## config.mk

```make
export PLATFORM = sky130hd
export DESIGN_NAME = cosrs_class
export DESIGN_NICKNAME = d
export VERILOG_FILES = /design/src/sv/cosrs_pkg.sv /design/src/sv/cosrs_class.sv
export SDC_FILE = /design/constraint.sdc
export NUM_CORES = 1
export LEC_CHECK = 0
export ABC_AREA = 1
export BUFFER_PORTS_ARGS = -buffer_cell sky130_fd_sc_hd__clkbuf_2
export CAP_MARGIN = 20
export CORE_MARGIN = 2
export CORE_UTILIZATION = 45
export DETAILED_ROUTE_END_ITERATION = 7
export PLACE_DENSITY = 0.85
export SYNTH_ARGS = -nofsm -noshare
export SYNTH_HDL_FRONTEND = slang
export SYNTH_SLANG_ARGS = --single-unit
```

## constraint.sdc

```tcl
create_clock -name vclk -period 3.06
set_input_delay 0.306 -clock vclk [all_inputs]
set_output_delay 0.306 -clock vclk [all_outputs]
set_load 0.01 [all_outputs]
```

## src/sv/cosrs_pkg.sv

```systemverilog
package cosrs_pkg;

   // Command codes
   localparam logic [1:0] OP_LOAD = 2'd0;
   localparam logic [1:0] OP_END  = 2'd1;
   localparam logic [1:0] OP_SORT = 2'd2;
   localparam logic [1:0] OP_READ = 2'd3;

   // Result status codes
   localparam logic [1:0] ST_OK      = 2'd0;
   localparam logic [1:0] ST_UNKNOWN = 2'd1;
   localparam logic [1:0] ST_OVERFLOW = 2'd2;
   localparam logic [1:0] ST_RANGE   = 2'd3;

   // Register indexes
   localparam logic [1:0] CSR_LOW  = 2'd0;
   localparam logic [1:0] CSR_MID  = 2'd1;
   localparam logic [1:0] CSR_HIGH = 2'd2;
   localparam logic [1:0] CSR_TOP  = 2'd3;

   // Character constants
   localparam logic [7:0] CHAR_SPACE = 8'h20;
   localparam logic [7:0] CHAR_UPPER_A = 8'h41;
   localparam logic [7:0] CHAR_UPPER_Z = 8'h5A;
   localparam logic [7:0] CASE_OFFSET = 8'h20;

   // Order table: 26 ranked characters
   localparam int ORDER_RANKS = 26;
   localparam int ORDER_BITS  = ORDER_RANKS * 8;

   typedef logic [7:0] char_type;

   // Classifier result: class number and unknown-character flag
   typedef struct packed {
      logic       unknown;
      logic [5:0] cls;
   } class_res_type;

endpackage

```

## src/sv/cosrs_class.sv

```systemverilog
module cosrs_class import cosrs_pkg::*; #(
   parameter int NUM_CLASSES = 27
) (
   input  logic [ORDER_BITS-1:0] order_chars,
   input  char_type              char_in,
   output class_res_type         result
);

   localparam int LIMIT = (NUM_CLASSES - 1 > ORDER_RANKS) ? ORDER_RANKS : NUM_CLASSES - 1;

   // Compare against every rank at once; the lowest matching rank wins
   always_comb begin
      result.unknown = 1'b0;
      result.cls     = '0;
      for (int r = LIMIT; r >= 1; r--) begin
         if (order_chars[(r-1)*8 +: 8] == char_in) begin
            result.cls = 6'(r);
         end
      end
      if (char_in == CHAR_SPACE) begin
         result.cls = '0;
      end else if (result.cls == '0) begin
         result.unknown = 1'b1;
      end
   end

endmodule

```

**Yosys cells after proc, flatten, opt, wreduce, memory -nomap -nowiden**

Cells that the tools add are included.

- Word-level logic and storage cells: 57
- Register bits after elaboration: 0
- Input bits: 216

- Equal/unequal tests: 27
- Multiplexer cells: 29
- Reduce and logical (&&, ||, !) cells: 1

Operator list:

| kind | count |
|---|---|
| equality test 8 bit | 26 |
| two-way mux 6 bit | 26 |
| equality test 8 x 6 -> 1 bit (second input constant) | 1 |
| logical NOT 6 bit | 1 |
| two-way mux 5 bit | 1 |
| two-way mux 1 bit | 2 |

**Logic depth before layout (Yosys ltp)**

- Depth in word-level cells: 30
- Mapped depth: 32
- Mapped depth without buffers: 31

**Worst setup path after synthesis**

No wires, ideal clock.

- Kind: input to output
- From: input char_in[4]
- To: output result[6] (netlist name)
- Data arrival time: 2.160 ns
- Setup slack: 0.594 ns
- Data required time: 2.754 ns
- Stages: 12
- Buffers on the path: 2
- Path through: buf_6 -> buf_6 -> xor2_1 -> or4_4 -> nor3_4 -> nor2_2 -> nand2_2 -> nor2_1 -> o211ai_2 -> nand4_1 -> or2_0 -> nor2_1

RTL lines:

| element | RTL line | RTL |
|---|---|---|
| from (decl) | cosrs_class.sv:5 | `input char_type char_in,` |
| to (decl) | cosrs_class.sv:6 | `output class_res_type result` |

==> flow_summary.json <==
{
  "synth.lib_cells_used.distinct": 44,
  "share_clk_of_total_power": 0,
  "seq_power_share": 0,
  "placement.io_buffers": 222,
  "layout-drive-gt1-share": 0.383,
  "synth-seq-area-share": 0,
  "max-vdd-ir-drop_mv": 0.0894,
  "fmax_mhz": 349,
  "mostFrequentLayoutCells": "212 x sky130_fd_sc_hd__clkbuf_2, 166 x sky130_fd_sc_hd__nand2_1, 61 x sky130_fd_sc_hd__nor2_1, 56 x sky130_fd_sc_hd__xor2_1, 52 x sky130_fd_sc_hd__xnor2_1",
  "post_detailed_route_via_to_cell_ratio": 4.83,
  "hold_path.class": "in2out",
  "maximum_fanout_along_the_worst_path": 13,
  "critical_path.endpoint_type": "output pin",
  "p_sw_w": 0.000311,
  "run_status": "finished, final reports clean",
  "io-pin-count": 223,
  "post-place-ws_ps": 158,
  "cell_internal_pwr_w": 0.000333,
  "postSynthNetCount": 813,
  "powerDensity_mw_per_mm2": 130,
  "grt_start_max_net_pins": 23,
  "gp_congestion": 0.832,
  "fin_area_mm2": 0.00495,
  "areaGrowthSynthToFinish_pct": 35.0,
  "postSynthCellCount": 597,
  "most_common_cell_after_layout_fill_and_taps_aside": "sky130_fd_sc_hd__clkbuf_2",
  "setup.worst_path.class": "in2out",
  "max_cap_viol_count": 0,
  "wl_per_cell_um": 13.0,
  "period_minus_slack_ps": 2860,
  "dieWidth_um": 94.3,
  "initial_core_util": 0.470,
  "start_kind": "primary input",
  "antenna_violating_nets_post_route": 0,
  "setup-violations-final": 0,
  "final.clkbuf_count": 0,
  "hold_path_depth": 6,
  "die-area_mm2": 0.00889,
  "postPlaceCellArea_mm2": 0.00468,
  "ys_warn_count": 0,
  "n_fill_cell": 760,
  "seq_area_um2": 0,
  "route.detailed.drc": 0,
  "multi_input_comb_area_mm2": 0.00317,
  "initialDrtViolationCount": 118,
  "grt_overflow": 0,
  "antenna-diode-count": 0,
  "synth.cell_area_mm2": 0.00367,
  "dp_wirelength_mm": 10.2,
  "worst_slack_ps": 196,
  "hold_violations": 0,
  "synth.avg_cell_area_um2": 6.14,
  "grt_first_pass_wirelength_mm": 17.6,
  "finalMaxSlewViolations": 0,
  "cp_required_ps": 2750,
  "finalCoreUtilization": 0.634,
  "period_share": 0.936,
  "totalWireLength_mm": 11.9,
  "firstDrtPassIters": 4,
  "final_net_count": 1032,
  "comb_power_share": 1.000,
  "cts_hold_repair.buffers": 0,
  "routed-via-count": 4427,
  "critPathArrivalTime_ps": 2560,
  "die-height_um": 94.3,
  "coreArea_mm2": 0.00781,
  "setup_repair_after_global_routing_missed_its_margin": "true",
  "antenna_found_initial": 0,
  "power_switching_share": 0.483,
  "vias_in_the_first_global_route": 3961,
  "gr-usage-all-layers": 0.246,
  "number_of_flip_flops_and_latches": 0,
  "std_cell_rows": 32,
  "leakagePower_nw": 2.69
}
[Yosys cell counts, types with 2 or more instances]
cell	n	share of area
sky130_fd_sc_hd__a21oi_1	3	0.0041
sky130_fd_sc_hd__a221oi_1	4	0.0096
sky130_fd_sc_hd__and2_1	2	0.0034
sky130_fd_sc_hd__and3_1	11	0.019
sky130_fd_sc_hd__and3_4	3	0.0092
sky130_fd_sc_hd__and3b_1	21	0.050
sky130_fd_sc_hd__buf_12	6	0.033
sky130_fd_sc_hd__buf_2	4	0.0055
sky130_fd_sc_hd__buf_4	5	0.010
sky130_fd_sc_hd__buf_6	15	0.046
sky130_fd_sc_hd__buf_8	3	0.012
sky130_fd_sc_hd__inv_1	32	0.033
sky130_fd_sc_hd__inv_2	9	0.0092
sky130_fd_sc_hd__inv_6	2	0.0048
sky130_fd_sc_hd__nand2_1	169	0.17
sky130_fd_sc_hd__nand3_1	7	0.0096
sky130_fd_sc_hd__nand4_1	19	0.032
sky130_fd_sc_hd__nor2_1	67	0.069
sky130_fd_sc_hd__nor2_2	2	0.0034
sky130_fd_sc_hd__nor2_4	2	0.0061
sky130_fd_sc_hd__nor3_1	10	0.014
sky130_fd_sc_hd__nor3b_1	21	0.043
sky130_fd_sc_hd__nor4_1	5	0.0085
sky130_fd_sc_hd__o21ai_1	2	0.0027
sky130_fd_sc_hd__or2_0	7	0.012
sky130_fd_sc_hd__or2_1	21	0.036
sky130_fd_sc_hd__or2_2	18	0.031
sky130_fd_sc_hd__xnor2_1	56	0.13
sky130_fd_sc_hd__xor2_1	56	0.13
[power groups by stage]
stage	logic, W	clock network, W	registers (W)
2_1_floorplan	0.000392	0	0
3_3_place_gp	0.000591	0	0
3_5_place_dp	0.000600	0	0
4_1_cts	0.000602	0	0
5_1_grt	0.000710	0	0
6_report	0.000643	0	0
[cells by family (layout without fill, tap and decap cells)]
family	after synthesis	count (layout)	share of synthesized area
compound gates	18	18	0.0467
buf+inv	77	294	0.155
other cells	1	1	0.00102
simple gates	389	389	0.530
xor+xnor	112	112	0.267
[layer usage]
layer,track usage,vias to the layer above,share of wire
met2,0.493,165,0.50
li1,-,2319,-
met3,0.0185,18,0.062
met4,0.0350,0,0.023
met5,0,-,0
met1,0.286,1925,0.41
[worst max-delay path, stage by stage]
cell and delay, ps:
sky130_fd_sc_hd__buf_4 150, sky130_fd_sc_hd__buf_12 130, sky130_fd_sc_hd__buf_4 170, sky130_fd_sc_hd__xor2_1 170, sky130_fd_sc_hd__or4_4 530, sky130_fd_sc_hd__nor3_4 150, sky130_fd_sc_hd__nor2_2 70, sky130_fd_sc_hd__nand2_2 80
sky130_fd_sc_hd__nor2_1 60, sky130_fd_sc_hd__o211ai_2 150, sky130_fd_sc_hd__nand4_1 100, sky130_fd_sc_hd__or2_0 260, sky130_fd_sc_hd__nor2_2 90, sky130_fd_sc_hd__buf_2 140
[per-stage QoR]
stage               std cells  hold WS [ps]  setup TNS [ps]  total power, W
floorplan                 597           923               0        0.000392
global placement          904          1170               0        0.000591
detailed placement        904          1180               0        0.000600
CTS                       904          1190               0        0.000602
global route              916          1260           -94.1        0.000710
finish                    916          1210               0        0.000643
[timing repair]
item                                    CTS  global route
buffers inserted                          0            11
endpoints found under the setup margin    0             2
resized for setup                         0            60
[area by class of cell]
type | instances | area share
multi-input cells | 520 | 0.640
repair buffers | 251 | 0.298
inverters | 43 | 0.0366
well taps | 102 | 0.0258
[path summary, 6_finish.rpt]
| path | startpoint | to | slack (ps) |
|---|---|---|---|
| setup / recovery | char_in[1] | result[6] | 200 |
| hold / removal | order_chars[1] | result[0] | 1210 |
Note: power is estimated with default switching activity, not from simulation.
